## config.mk

```make
export PLATFORM = sky130hd
export DESIGN_NAME = page_pool_free_list_allocator_core
export DESIGN_NICKNAME = d
export VERILOG_FILES = /design/src/rtl/ppfl_pkg.sv /design/src/rtl/ppfl_ring.sv /design/src/rtl/ppfl_used_map.sv /design/src/rtl/page_pool_free_list_allocator_core.sv
export SDC_FILE = /design/constraint.sdc
export NUM_CORES = 1
export LEC_CHECK = 0
export ABC_AREA = 1
export BUFFER_PORTS_ARGS = -buffer_cell sky130_fd_sc_hd__buf_2
export CAP_MARGIN = 20
export CORE_UTILIZATION = 30
export DETAILED_ROUTE_END_ITERATION = 6
export PLACE_DENSITY = 0.45
export SLEW_MARGIN = 20
export SYNTH_ARGS = -nofsm -noshare
export SYNTH_HDL_FRONTEND = slang
export SYNTH_HIERARCHICAL = 1
export SYNTH_SLANG_ARGS = --single-unit
```

## constraint.sdc

```tcl
create_clock -name clk -period 13.3 [get_ports clk]
set_clock_uncertainty 0.2 [all_clocks]
set_input_delay 1.995 -clock clk [delete_from_list [all_inputs] [get_ports clk]]
set_output_delay 1.995 -clock clk [all_outputs]
set_load 0.01 [all_outputs]
```

## src/rtl/ppfl_pkg.sv

```systemverilog
`default_nettype none

package ppfl_pkg;

  // Pool geometry.
  localparam int PAGE_COUNT = 64;
  localparam int PTR_W      = (PAGE_COUNT > 1) ? $clog2(PAGE_COUNT) : 1;
  localparam int CNT_W      = $clog2(PAGE_COUNT + 1);

  // Field widths fixed by the interface.
  localparam int PAGE_W    = 8;
  localparam int CMD_W     = 2;
  localparam int STATUS_W  = 2;
  localparam int INUSE_W   = 9;

  typedef enum logic [CMD_W-1:0] {
    CMD_ALLOC  = 2'd0,
    CMD_FREE   = 2'd1,
    CMD_REINIT = 2'd2,
    CMD_RSVD   = 2'd3
  } cmd_t;

  typedef enum logic [STATUS_W-1:0] {
    ST_OK        = 2'd0,
    ST_FULL      = 2'd1,
    ST_NONE_USED = 2'd2,
    ST_NOT_USED  = 2'd3
  } status_t;

  typedef struct packed {
    logic [CMD_W-1:0]  cmd;
    logic [PAGE_W-1:0] page_index;
  } in_item_t;

  typedef struct packed {
    logic [PAGE_W-1:0]   granted_page;
    logic [STATUS_W-1:0] status;
    logic [INUSE_W-1:0]  pages_in_use;
  } out_item_t;

  // Requests to the free ring. Pop, push and clear never coincide.
  typedef struct packed {
    logic             pop;
    logic             push;
    logic             clear;
    logic [PTR_W-1:0] push_page;
  } ring_ctl_t;

  // Requests to the used bitmap.
  typedef struct packed {
    logic             set;
    logic             clr;
    logic             clear;
    logic [PTR_W-1:0] idx;
  } umap_ctl_t;

  function automatic logic [PTR_W-1:0] ptr_inc(input logic [PTR_W-1:0] p);
    logic [PTR_W-1:0] n;
    if (p == PTR_W'(PAGE_COUNT - 1)) begin
      n = '0;
    end else begin
      n = p + PTR_W'(1);
    end
    return n;
  endfunction

endpackage

`default_nettype wire

```

## src/rtl/ppfl_ring.sv

```systemverilog
`default_nettype none

module ppfl_ring
  import ppfl_pkg::*;
(
  input  wire logic             clk,
  input  wire logic             rst_n,
  input  wire ring_ctl_t        ctl,
  output logic [PTR_W-1:0]      head_page
);

  logic [PTR_W-1:0]      mem [PAGE_COUNT];
  logic [PTR_W-1:0]      head_r, head_nxt;
  logic [PTR_W-1:0]      tail_r, tail_nxt;
  logic [PAGE_COUNT-1:0] vld_r, vld_nxt;
  logic [PTR_W-1:0]      q_r;
  logic                  qv_r;

  // An entry never written since reset or reinit holds its own index.
  always_comb begin
    head_nxt = head_r;
    tail_nxt = tail_r;
    vld_nxt  = vld_r;
    if (ctl.clear) begin
      head_nxt = '0;
      tail_nxt = '0;
      vld_nxt  = '0;
    end else begin
      if (ctl.pop) begin
        head_nxt = ptr_inc(head_r);
      end
      if (ctl.push) begin
        tail_nxt        = ptr_inc(tail_r);
        vld_nxt[tail_r] = 1'b1;
      end
    end
  end

  always_ff @(posedge clk) begin
    if (!rst_n) begin
      head_r <= '0;
      tail_r <= '0;
      vld_r  <= '0;
      qv_r   <= 1'b0;
    end else begin
      head_r <= head_nxt;
      tail_r <= tail_nxt;
      vld_r  <= vld_nxt;
      qv_r   <= vld_nxt[head_nxt];
    end
  end

  // The read data register always tracks the entry at the next head, so
  // the head page is ready for the following command.
  always_ff @(posedge clk) begin
    if (ctl.push) begin
      mem[tail_r] <= ctl.push_page;
    end
    if (ctl.push && (tail_r == head_nxt)) begin
      q_r <= ctl.push_page;
    end else begin
      q_r <= mem[head_nxt];
    end
  end

  assign head_page = qv_r ? q_r : head_r;

endmodule

`default_nettype wire

```

## src/rtl/ppfl_used_map.sv

```systemverilog
`default_nettype none

module ppfl_used_map
  import ppfl_pkg::*;
(
  input  wire logic             clk,
  input  wire logic             rst_n,
  input  wire umap_ctl_t        ctl,
  input  wire logic [PTR_W-1:0] rd_idx,
  output logic                  rd_bit
);

  logic [PAGE_COUNT-1:0] used_r, used_nxt;

  always_comb begin
    used_nxt = used_r;
    if (ctl.clear) begin
      used_nxt = '0;
    end else if (ctl.set) begin
      used_nxt[ctl.idx] = 1'b1;
    end else if (ctl.clr) begin
      used_nxt[ctl.idx] = 1'b0;
    end
  end

  always_ff @(posedge clk) begin
    if (!rst_n) begin
      used_r <= '0;
    end else begin
      used_r <= used_nxt;
    end
  end

  assign rd_bit = used_r[rd_idx];

endmodule

`default_nettype wire

```

## src/rtl/page_pool_free_list_allocator_core.sv

```systemverilog
`default_nettype none

// Channel   Ports                            Payload
// input     in_valid, in_ready, in_data      in_item_t  (cmd, page_index)
// result    out_valid, out_ready, out_data   out_item_t (granted_page, status,
//                                                        pages_in_use)
//
// One command per cycle sustained while out_ready stays high; a result passes
// through the input register, then the result register.
// The free ring's registered read of the next head entry gives each command
// the head page left by the one before. Reset and reinit restore the pool.
// A stalled result holds the result register; an empty input register still
// takes one more command and then input ready drops until out_ready returns.

module page_pool_free_list_allocator_core
  import ppfl_pkg::*;
(
  input  wire logic      clk,
  input  wire logic      rst_n,
  input  wire logic      in_valid,
  output logic           in_ready,
  input  wire in_item_t  in_data,
  output logic           out_valid,
  input  wire logic      out_ready,
  output out_item_t      out_data
);

  logic             s1_vld_r;
  in_item_t         s1_item_r;
  logic             out_free;
  logic             fire;

  logic [CNT_W-1:0] cnt_r, cnt_nxt;
  logic [PTR_W-1:0] head_page;
  logic             used_bit;
  logic             page_in_range;
  ring_ctl_t        ring_ctl;
  umap_ctl_t        umap_ctl;
  out_item_t        res;
  out_item_t        out_data_r;
  logic             out_valid_r;

  assign out_free = !out_valid_r || out_ready;
  assign fire     = s1_vld_r && out_free;
  assign in_ready = !s1_vld_r || out_free;

  always_ff @(posedge clk) begin
    if (!rst_n) begin
      s1_vld_r <= 1'b0;
    end else if (in_ready) begin
      s1_vld_r <= in_valid;
    end
  end

  always_ff @(posedge clk) begin
    if (in_ready && in_valid) begin
      s1_item_r <= in_data;
    end
  end

  assign page_in_range = ({1'b0, s1_item_r.page_index} < (PAGE_W + 1)'(PAGE_COUNT));

  always_comb begin
    cnt_nxt           = cnt_r;
    ring_ctl          = '0;
    umap_ctl          = '0;
    res.granted_page  = '0;
    res.status        = ST_OK;
    ring_ctl.push_page = PTR_W'(s1_item_r.page_index);
    umap_ctl.idx      = PTR_W'(s1_item_r.page_index);
    case (s1_item_r.cmd)
      CMD_ALLOC: begin
        if (cnt_r == CNT_W'(PAGE_COUNT)) begin
          res.status = ST_FULL;
        end else begin
          ring_ctl.pop     = fire;
          umap_ctl.set     = fire;
          umap_ctl.idx     = head_page;
          cnt_nxt          = cnt_r + CNT_W'(1);
          res.granted_page = PAGE_W'(head_page);
        end
      end
      CMD_FREE: begin
        if (cnt_r == '0) begin
          res.status = ST_NONE_USED;
        end else if (!page_in_range || !used_bit) begin
          res.status = ST_NOT_USED;
        end else begin
          ring_ctl.push = fire;
          umap_ctl.clr  = fire;
          cnt_nxt       = cnt_r - CNT_W'(1);
        end
      end
      CMD_REINIT: begin
        ring_ctl.clear = fire;
        umap_ctl.clear = fire;
        cnt_nxt        = '0;
      end
      default: begin
        cnt_nxt = cnt_r;
      end
    endcase
    res.pages_in_use = INUSE_W'(cnt_nxt);
  end

  always_ff @(posedge clk) begin
    if (!rst_n) begin
      cnt_r       <= '0;
      out_valid_r <= 1'b0;
    end else begin
      if (fire) begin
        cnt_r <= cnt_nxt;
      end
      if (out_free) begin
        out_valid_r <= s1_vld_r;
      end
    end
  end

  always_ff @(posedge clk) begin
    if (fire) begin
      out_data_r <= res;
    end
  end

  ppfl_ring u_ring (
    .clk       (clk),
    .rst_n     (rst_n),
    .ctl       (ring_ctl),
    .head_page (head_page)
  );

  ppfl_used_map u_used_map (
    .clk    (clk),
    .rst_n  (rst_n),
    .ctl    (umap_ctl),
    .rd_idx (PTR_W'(s1_item_r.page_index)),
    .rd_bit (used_bit)
  );

  assign out_valid = out_valid_r;
  assign out_data  = out_data_r;

endmodule

`default_nettype wire

```

==> impl_metrics.json, run 1 <==
{
  "worstPathMaxFanout": 84,
  "syn_to_final_growth_pct": 12.8,
  "hold_viol_final": 0,
  "first_pass_iters": 5,
  "hpwlAfterDp_um": 43900,
  "die_h_um": 287,
  "netlist_instances": 2500,
  "drv_slew": 0,
  "crit_path_max_incr_delay_ns": 0.82,
  "cp-start-kind": "flop",
  "place_congestion": 0.901,
  "worst_pin_slew_ns": 1.09,
  "fp.dieW_um": 287,
  "peakVddDrop_uv": 106,
  "cts.path.max_buffers": 3,
  "async_flop_share_pct": 0,
  "grt.total_usage_pct": 16.9,
  "postCtsHoldBufs": 0,
  "dp.cells": 3479,
  "finalNonFillerCells": 3595,
  "switching_power_mw": 0.912,
  "vias_per_cell": 5.01,
  "cts.sinks": 565,
  "cpMostUsedCell": "nand2_1",
  "cp_cell_sequence": "inv_4, buf_4, buf_4, o21ai_0, o22ai_1, nand2_1, nand3_1, nand2_1, nand2_1, nand3_1, nand2_1, nand2_1, o21ai_2, inv_1, o21ai_0, nand3b_1, nor2_2, inv_2, o21ai_0, a21oi_1",
  "ys.warnings.count": 6,
  "final_nets": 2501,
  "io_buffers": 30,
  "muxShareOfSynthArea_pct": 0,
  "synth_cell_type_count": 41,
  "synth.avg_cell_area_um2": 9.77,
  "outcome": "complete, no violations",
  "combPwrFrac_pct": 5.7,
  "period_needed_ns": 6.28,
  "pwr-share-clk_pct": 45.7,
  "powerDensity_nw_per_um2": 142,
  "drt_iter0_drc": 1505,
  "final_util_pct": 34.2,
  "n_antenna_cell": 0,
  "hp-class": "reg -> reg",
  "cpMaxStageDelayCell": "o21ai_0",
  "relSlewSlack_pct": 26.3,
  "post_cts_buffers": 0,
  "cap_viol_max_count": 0,
  "cp.arrival_ns": 6.57,
  "path_clk_slew_ns": 0.06,
  "layout_commonest_cell": "nand2_1",
  "swShare_pct": 23.3,
  "first_global_vias": 17600,
  "drc": 0,
  "start_util_pct": 30.3,
  "clk_latency_ns": 0.64,
  "wire_per_inst_um": 19.5,
  "ant_nets": 0,
  "crit_family": "buffers and inverters",
  "synth_top_family_by_area": "simple AND/OR/NAND/NOR gates",
  "drt-total-wl_um": 70000,
  "core_area_um2": 80500,
  "ys_ff_latch": 565,
  "internal-power_mw": 3.01,
  "antenna_found_initial": 0,
  "cts_tree": "done",
  "min_period_over_period_pct": 47.2,
  "ys_seq_area_share_pct": 63.1,
  "synth_compound_area_share_pct": 11.0,
  "synth-simple-area-share_pct": 19.4,
  "synth_edf_count": 409,
  "rsz0062_at_grt": "false",
  "fmax_mhz": 159,
  "root_buffer": "clkbuf_16",
  "post_cts_resized": 0,
  "worst-path-buf-inv": 5,
  "ff2ff_setup_slack_ns": 7.02,
  "path_class": "reg -> reg",
  "synth_fa_ha_area_share_pct": 0.205,
  "synthFlopType": "edfxtp_1",
  "numCtsBuffers": 61,
  "grt_start_max_net_pins": 85,
  "cts-htree-levels": 2,
  "grt.overflow.total": 0,
  "drive_above_1_share_pct": 9.66,
  "vias": 18000,
  "sequentialPowerShare_pct": 48.5,
  "rows": 104,
  "die_area_um2": 82500,
  "endpoint_kind": "flop",
  "final_cell_mix": "nand2_1 (422), edfxtp_1 (409), nand3_1 (301)",
  "cp.required_ns": 13.59,
  "ios": 35,
  "synth_xor_area_share_pct": 0.108,
  "setup_viol": 0,
  "tns_ns": 0,
  "grt_first_pass_wirelength_um": 108000,
  "fillers": 8154,
  "synth.cell_area_um2": 24400,
  "leakage_nw": 9.89
}
cells by family after synthesis:
kind of cell | count (synthesis)
simple gates | 1076
flops | 565
compound gates | 504
buf+inv | 347
fa+ha+maj | 4
xor+xnor | 3
other cells | 1
metal layers:
metal	vias up	part of all wire, %	wire [µm]	GRT usage (%)
met5	-	0	0	0
met4	0	1.8	1290	4.07
li1	8564	-	-	-
met2	500	47	32700	27.6
met3	85	5.1	3580	2.52
met1	8846	46	32400	23.4
final cells by class:
| cell class | instances | area [µm²] | share of cell area (%) |
|---|---|---|---|
| multi-input combinational | 1591 | 7530 | 27.3 |
| timing repair buffer | 57 | 360 | 1.31 |
| sequential | 565 | 15400 | 55.9 |
| clock inverter | 48 | 579 | 2.10 |
| clock buffer | 67 | 1560 | 5.66 |
| inverter | 207 | 787 | 2.86 |
| tap | 1060 | 1330 | 4.81 |
power groups by stage:
stage / sequential (mW) / combinational [mW] / clock, mW
2_1_floorplan: 1.95 / 0.148 / 0
3_3_place_gp: 1.94 / 0.226 / 0
3_5_place_dp: 1.94 / 0.226 / 0
4_1_cts: 1.90 / 0.226 / 1.84
5_1_grt: 1.90 / 0.249 / 1.91
6_report: 1.90 / 0.225 / 1.79
synth_stat cells, types with 10 or more instances:
cell type / number / area, µm²
nand2_1: 423 / 1590
edfxtp_1: 409 / 12300
nand3_1: 301 / 1510
nor2_1: 282 / 1060
o21ai_0: 253 / 1270
inv_1: 178 / 668
dfxtp_1: 156 / 3120
a21oi_1: 124 / 621
o22ai_1: 90 / 563
clkbuf_1: 63 / 236
buf_2: 40 / 200
inv_2: 24 / 90.1
o21ai_1: 19 / 95.1
buf_4: 18 / 135
nor2_2: 15 / 93.8
nor3_1: 12 / 60.1
buf_6: 11 / 124
o21bai_1: 10 / 75.1
through the flow:
stage               power [mW]  setup WS, ns  instance area, µm²  hold slack, ns
global placement          2.17          7.03               25400           0.232
global route              4.06          6.60               27600           0.273
floorplan                 2.09          8.90               24400           0.224
CTS                       3.97          6.93               27500           0.254
detailed placement        2.17          6.96               25400           0.238
finish                    3.92          7.02               27600           0.252
worst min-delay path: stages (launching register included):
cell	delay (ns)
dfxtp_1	0.30
a21oi_1	0.04
nor2_1	0.07
path summary, 6_finish.rpt:
kind,start,end,cells past startpoint
max,flop,flop,20
min,u_ring/vld_r[55],u_ring/vld_r[55],2
max reg2reg,flop,flop,20
min reg2reg,u_ring/vld_r[55],u_ring/vld_r[55],2
Power figures use the tool's default switching activity.
==> run 2, diff against run 1 <==
--- a/config.mk
+++ b/config.mk
@@ -5,7 +5,7 @@
 export SDC_FILE = /design/constraint.sdc
 export NUM_CORES = 1
 export LEC_CHECK = 0
-export ABC_AREA = 1
+export ABC_AREA = 0
 export BUFFER_PORTS_ARGS = -buffer_cell sky130_fd_sc_hd__buf_2
 export CAP_MARGIN = 20
 export CORE_UTILIZATION = 30
==> constraint.sdc (replaced) <==
create_clock -name clk -period 5.97 [get_ports clk]
set_clock_uncertainty 0.2 [all_clocks]
set_input_delay 0.8955 -clock clk [delete_from_list [all_inputs] [get_ports clk]]
set_output_delay 0.8955 -clock clk [all_outputs]
set_load 0.01 [all_outputs]
==> run 2 against run 1 <==
  * Cell area down 2.7%
  * Combinational power rose by 31%
  * Critical path depth decreased by 5
  * Area after synthesis down 3.1%
  * Utilization increased by 0.27 points
  * First-iteration DRC count decreased by 28%
  * Power increased by 100%
==> impl_metrics.json, run 2 <==
{
  "outcome": "complete, no violations",
  "tns_ns": 0,
  "grt_start_max_net_pins": 66,
  "drt-total-wl_um": 60300,
  "fp.dieW_um": 283,
  "synth_common_cells": "edfxtp_1 (409), nor2_1 (287), dfxtp_1 (156)",
  "vias": 13400,
  "cpMaxStageDelayCell": "edfxtp_1",
  "ys_seq_area_share_pct": 65.1,
  "path_clk_slew_ns": 0.06,
  "drv_slew": 0,
  "cp.arrival_ns": 5.70,
  "synth_fa_ha_area_share_pct": 0.211,
  "post_cts_buffers": 0,
  "wire_per_inst_um": 22.6,
  "synth.cell_area_um2": 23700,
  "grt.overflow.total": 0,
  "final_nets": 1603,
  "crit_start": "ring_ctl[1]",
  "ios": 35,
  "post_cts_resized": 0,
  "hold_viol_final": 0,
  "hp-class": "reg -> reg",
  "synth_xor_area_share_pct": 0.407,
  "relSlewSlack_pct": 30.0,
  "grt.total_usage_pct": 15.0,
  "crit_family": "simple AND/OR/NAND/NOR gates",
  "cts_tree": "done",
  "yosys-top-cells-area": "edfxtp_1 (52%), mux4_2 (13%), dfxtp_1 (13%)",
  "reg2reg_from": "ring_ctl[1]",
  "synthFlopType": "edfxtp_1",
  "core_area_um2": 77700,
  "drive_above_1_share_pct": 20.3,
  "async_flop_share_pct": 0,
  "cpMostUsedCell": "mux2i_1",
  "yosysMostFrequentCell": "edfxtp_1",
  "dp.cells": 2564,
  "first_global_vias": 13400,
  "endpoint_kind": "flop",
  "antenna_found_initial": 2,
  "die_h_um": 283,
  "layout_commonest_cell": "edfxtp_1",
  "synth.avg_cell_area_um2": 15.2,
  "start_util_pct": 30.5,
  "cap_viol_max_count": 0,
  "worst_pin_slew_ns": 1.05,
  "synth_cell_type_count": 84,
  "rows": 102,
  "hpwlAfterDp_um": 39100,
  "synth_compound_area_share_pct": 3.92,
  "die_area_um2": 80000,
  "period_needed_ns": 5.40,
  "postCtsHoldBufs": 0,
  "cts.sinks": 565,
  "numCtsBuffers": 59,
  "hp-start": "u_ring/vld_r[33]",
  "synth_edf_count": 409,
  "netlist_instances": 1558,
  "io_buffers": 30,
  "fin_total_pwr_mw": 7.95,
  "ys_ff_latch": 565,
  "vias_per_cell": 5.00,
  "synth-simple-area-share_pct": 9.43,
  "root_buffer": "clkbuf_16",
  "cts.path.max_buffers": 3,
  "ant_nets": 0,
  "cp.required_ns": 6.27,
  "ff2ff_setup_slack_ns": 0.57,
  "syn_to_final_growth_pct": 13.2,
  "cp-start-kind": "flop",
  "first_pass_iters": 5,
  "setup_viol": 0,
  "cp_cell_sequence": "buf_4, mux2i_1, mux2i_1, mux2i_1, a21oi_1, nor3b_1, and3_1, buf_12, nor4bb_1, a21oi_1, mux4_2, a2bb2oi_1, a211oi_1, nand4_1, o31ai_1",
  "powerDensity_nw_per_um2": 297,
  "rsz0062_at_grt": "false",
  "muxShareOfSynthArea_pct": 18.4,
  "synth_top_family_by_area": "multiplexers",
  "place_congestion": 0.807,
  "grt_first_pass_wirelength_um": 89900,
  "cts-htree-levels": 2,
  "fmax_mhz": 185,
  "holdWs_ns": 0.251,
  "synth_largest_area_cell": "edfxtp_1",
  "crit_path_max_incr_delay_ns": 0.76,
  "ys.warnings.count": 6,
  "drt_iter0_drc": 1082,
  "yosysTopAreaCellShare_pct": 51.9,
  "leakage_nw": 8.49,
  "min_period_over_period_pct": 90.4,
  "clk_latency_ns": 0.60,
  "worst-path-buf-inv": 2,
  "worstPathMaxFanout": 55,
  "path_class": "reg -> reg",
  "peakVddDrop_uv": 189,
  "finalNonFillerCells": 2673,
  "drc": 0,
  "final_cell_mix": "edfxtp_1 (409), nor2_1 (287), dfxtp_1 (152)"
}
==> run 2: cell types whose count changed in the layout (fill, tap and decap cells not counted), sizes merged, moves of 13 or more <==
cell,delta
a21oi,-73
and2,+13
buf,+16
clkbuf,+13
inv,-190
mux2i,+88
mux4,+147
nand2,-385
nand2b,+13
nand3,-297
nor2,-18
o21ai,-269
o22ai,-88
==> run 2: path summary, 6_finish.rpt <==
| kind | cells after the start | to |
|---|---|---|
| max | 15 | u_ring/qv_r |
| min | 2 | u_ring/vld_r[33] |
| max reg2reg | 15 | u_ring/qv_r |
| min reg2reg | 2 | u_ring/vld_r[33] |
==> run 2: stage by stage <==
stage,instance area (µm²),util (%),setup WS (ns)
after global routing,26800,34.5,0.124
after floorplan,23700,-,1.05
after global placement,25000,32.2,0.697
after CTS,26800,34.5,0.520
final,26800,34.5,0.573
after detailed placement,25000,32.2,0.535
==> run 2: per-layer routing <==
layer / global-route usage [%] / up-vias / part of all wire (%)
met2: 24.5 / 307 / 48
met5: 0 / - / 0
met4: 4.12 / 0 / 2.2
met1: 20.6 / 6944 / 45
li1: - / 6025 / -
met3: 2.56 / 77 / 4.4
==> run 2: cell type report <==
class | count | area [µm²]
clock buffers | 80 | 1610
multi-input cells | 872 | 7720
inverters | 14 | 52.6
fillers | 7456 | 50900
flip-flops and latches | 565 | 15400
repair buffers | 73 | 523
diodes | 1 | 2.50
well taps | 1040 | 1300
clock inverters | 28 | 181
==> run 2: kinds of logic after synthesis <==
kind of cell / after synthesis
fa+ha+maj: 4
compound gates: 133
other cells: 1
simple gates: 473
buf+inv: 124
flops: 565
xor+xnor: 11
mux: 247
==> run 2: power breakdown <==
part	internal, mW	switching, mW	total, mW	leakage (nW)
logic	0.106	0.187	0.294	2.65
clock network	1.95	1.47	3.43	0.889
registers	4.21	0.0213	4.23	4.95
==> run 2: worst min-delay path: stages, from the launching register on <==
cell and delay, ns:
dfxtp_1 0.30, a21oi_1 0.04, nor2_1 0.07
==> run 3, diff against run 2 <==
--- a/config.mk
+++ b/config.mk
@@ -8,8 +8,10 @@
 export ABC_AREA = 0
 export BUFFER_PORTS_ARGS = -buffer_cell sky130_fd_sc_hd__buf_2
 export CAP_MARGIN = 20
+export CORE_MARGIN = 3
 export CORE_UTILIZATION = 30
 export DETAILED_ROUTE_END_ITERATION = 6
+export GPL_TIMING_DRIVEN = 0
 export PLACE_DENSITY = 0.45
 export SLEW_MARGIN = 20
 export SYNTH_ARGS = -nofsm -noshare
==> run 3 against run 2 <==
  * Sequential power about the same
  * Via count up 3.7%
  * Sequential share of layout area down 1.9 points
  * Maximum frequency down 4.6%
  * Final cell count up 3.7%
  * Clock power up 11%
  * Power up 5.3%
  * Cell area up 3.3%
  * Routed wire length up 5.0%
  * Register-to-register slack worse by 0.26 ns
  * Combinational power up 16%
==> impl_metrics.json, run 3 (synthesized netlist as in run 2, its figures left out) <==
{
  "outcome": "complete, no violations",
  "place_congestion": 0.828,
  "crit_path_max_incr_delay_ns": 0.67,
  "wl_met1_um": 29400,
  "rows": 102,
  "start_util_pct": 30.4,
  "period_needed_ns": 5.66,
  "holdWs_ns": 0.231,
  "setup_viol": 0,
  "clk_latency_ns": 0.64,
  "powerDensity_nw_per_um2": 302,
  "vias": 13800,
  "setup_ws_ns": 0.310,
  "vias_per_cell": 4.99,
  "path_clk_slew_ns": 0.06,
  "grt.overflow.total": 0,
  "cp.required_ns": 6.28,
  "grt_start_max_net_pins": 29,
  "peakVddDrop_uv": 229,
  "wl_met2_um": 30000,
  "layout_commonest_cell": "edfxtp_1",
  "cp-start-kind": "flop",
  "hp-class": "in -> reg",
  "fp.dieW_um": 287,
  "ff_latch_area_um2": 15400,
  "cpMaxStageDelayCell": "nand4b_1",
  "wl_met3_um": 2510,
  "cts.sinks": 565,
  "postCtsHoldBufs": 0,
  "root_buffer": "clkbuf_16",
  "cts.path.max_buffers": 3,
  "cts_tree": "done",
  "hold_viol_final": 0,
  "wire_per_inst_um": 22.9,
  "cts-htree-levels": 2,
  "path_class": "reg -> reg",
  "rsz0062_at_grt": "true",
  "first_pass_iters": 5,
  "final_cell_mix": "edfxtp_1 (409), nor2_1 (278), dfxtp_1 (156)",
  "drt_iter0_drc": 1046,
  "fin_total_pwr_mw": 8.37,
  "first_global_vias": 13900,
  "grt.total_usage_pct": 15.3,
  "top_layer": "met4",
  "worst_pin_slew_ns": 1.06,
  "io_buffers": 30,
  "die_h_um": 287,
  "leakage_nw": 8.85,
  "min_period_over_period_pct": 94.8,
  "numCtsBuffers": 61,
  "antenna_found_initial": 2,
  "drive_above_1_share_pct": 21.5,
  "final_nets": 1696,
  "tns_ns": 0,
  "cp.arrival_ns": 5.97,
  "die_area_um2": 82300,
  "cp_cell_sequence": "buf_8, buf_6, buf_12, mux4_2, o22ai_1, nor4_1, a211oi_1, a21oi_1, nor3b_2, and3_1, clkbuf_1, nand4b_1, nor2_4, nor2_1, nand2_1, a311oi_1, o21a_1, o31ai_1",
  "drv_slew": 0,
  "ios": 35,
  "syn_to_final_growth_pct": 17.0,
  "hpwlAfterDp_um": 44500,
  "endpoint_kind": "flop",
  "fillers": 7505,
  "core_area_um2": 77800,
  "drc": 0,
  "drt-total-wl_um": 63300,
  "worstPathMaxFanout": 15,
  "fmax_mhz": 177,
  "final_util_pct": 35.6,
  "relSlewSlack_pct": 29.1,
  "multi_input_area_um2": 7810,
  "grt_first_pass_wirelength_um": 93900,
  "cap_viol_max_count": 0,
  "pre_cts_ws_ns": -0.654,
  "ant_nets": 0
}
## run 3: changes by cell type in the layout (fill, tap and decap cells not counted), moves of 5 or more
cell / previous run / this run
clkbuf_1: 16 / 69
buf_2: 30 / 51
nor2_1: 287 / 278
clkbuf_8: 5 / 10
clkinv_2: 15 / 8
buf_8: 0 / 15
nor2_4: 0 / 7
clkbuf_2: 0 / 6
buf_1: 0 / 10
buf_4: 39 / 13
buf_6: 0 / 8
## run 3: cell type report
class	instances	share of cell area, %
inverters	14	0.190
clock buffers	86	6.33
plain buffers	110	2.05
diodes	1	0.00904
flip-flops and latches	565	55.6
multi-input cells	872	28.2
clock inverters	29	1.13
repair buffers	54	1.76
well taps	1040	4.70
## run 3: repair_timing
item | 4_1_cts | 5_1_grt
setup endpoints to repair | 71 | 182
resized for setup | 16 | 18
setup buffers | 1 | 5
pin swaps | 1 | 1
## run 3: path summary, 6_finish.rpt
| path | from | to | slack, ns | depth (start not counted) |
|---|---|---|---|---|
| worst max-delay path | ring_ctl[0] | u_ring/qv_r | 0.31 | 18 |
| worst min-delay path | in_data[2] | ring_ctl[2] | 0.23 | 1 |
| worst max register to register | ring_ctl[0] | u_ring/qv_r | 0.31 | 18 |
| worst min register to register | u_ring/vld_r[23] | u_ring/vld_r[23] | 0.25 | 2 |
## run 3: worst max-delay path, delay by kind of cell (launching register included)
family,cells,cell delay [ns]
AND/OR/NAND/NOR,7,2.41
multiplexers,1,0.35
AO/OA/AOI/OAI,6,1.16
buffers and inverters,4,0.91
flip-flops,1,0.46
## run 3: through the flow
stage	instance area [µm²]	instances
after floorplan	23700	1561
after detailed placement	25400	2649
after global placement	25100	2631
after CTS	27600	2765
final	27700	2771
after global routing	27700	2770
## run 3: layer usage
| layer | track usage (%) | up-vias |
|---|---|---|
| li1 | - | 6230 |
| met1 | 21.7 | 7245 |
| met2 | 24.8 | 290 |
| met3 | 1.97 | 76 |
| met4 | 4.20 | 0 |
| met5 | 0 | - |
## run 3: power breakdown
part | total (mW) | internal [mW] | switching, mW
Combinational | 0.340 | 0.132 | 0.208
Clock | 3.81 | 2.26 | 1.55
Sequential | 4.22 | 4.21 | 0.0121
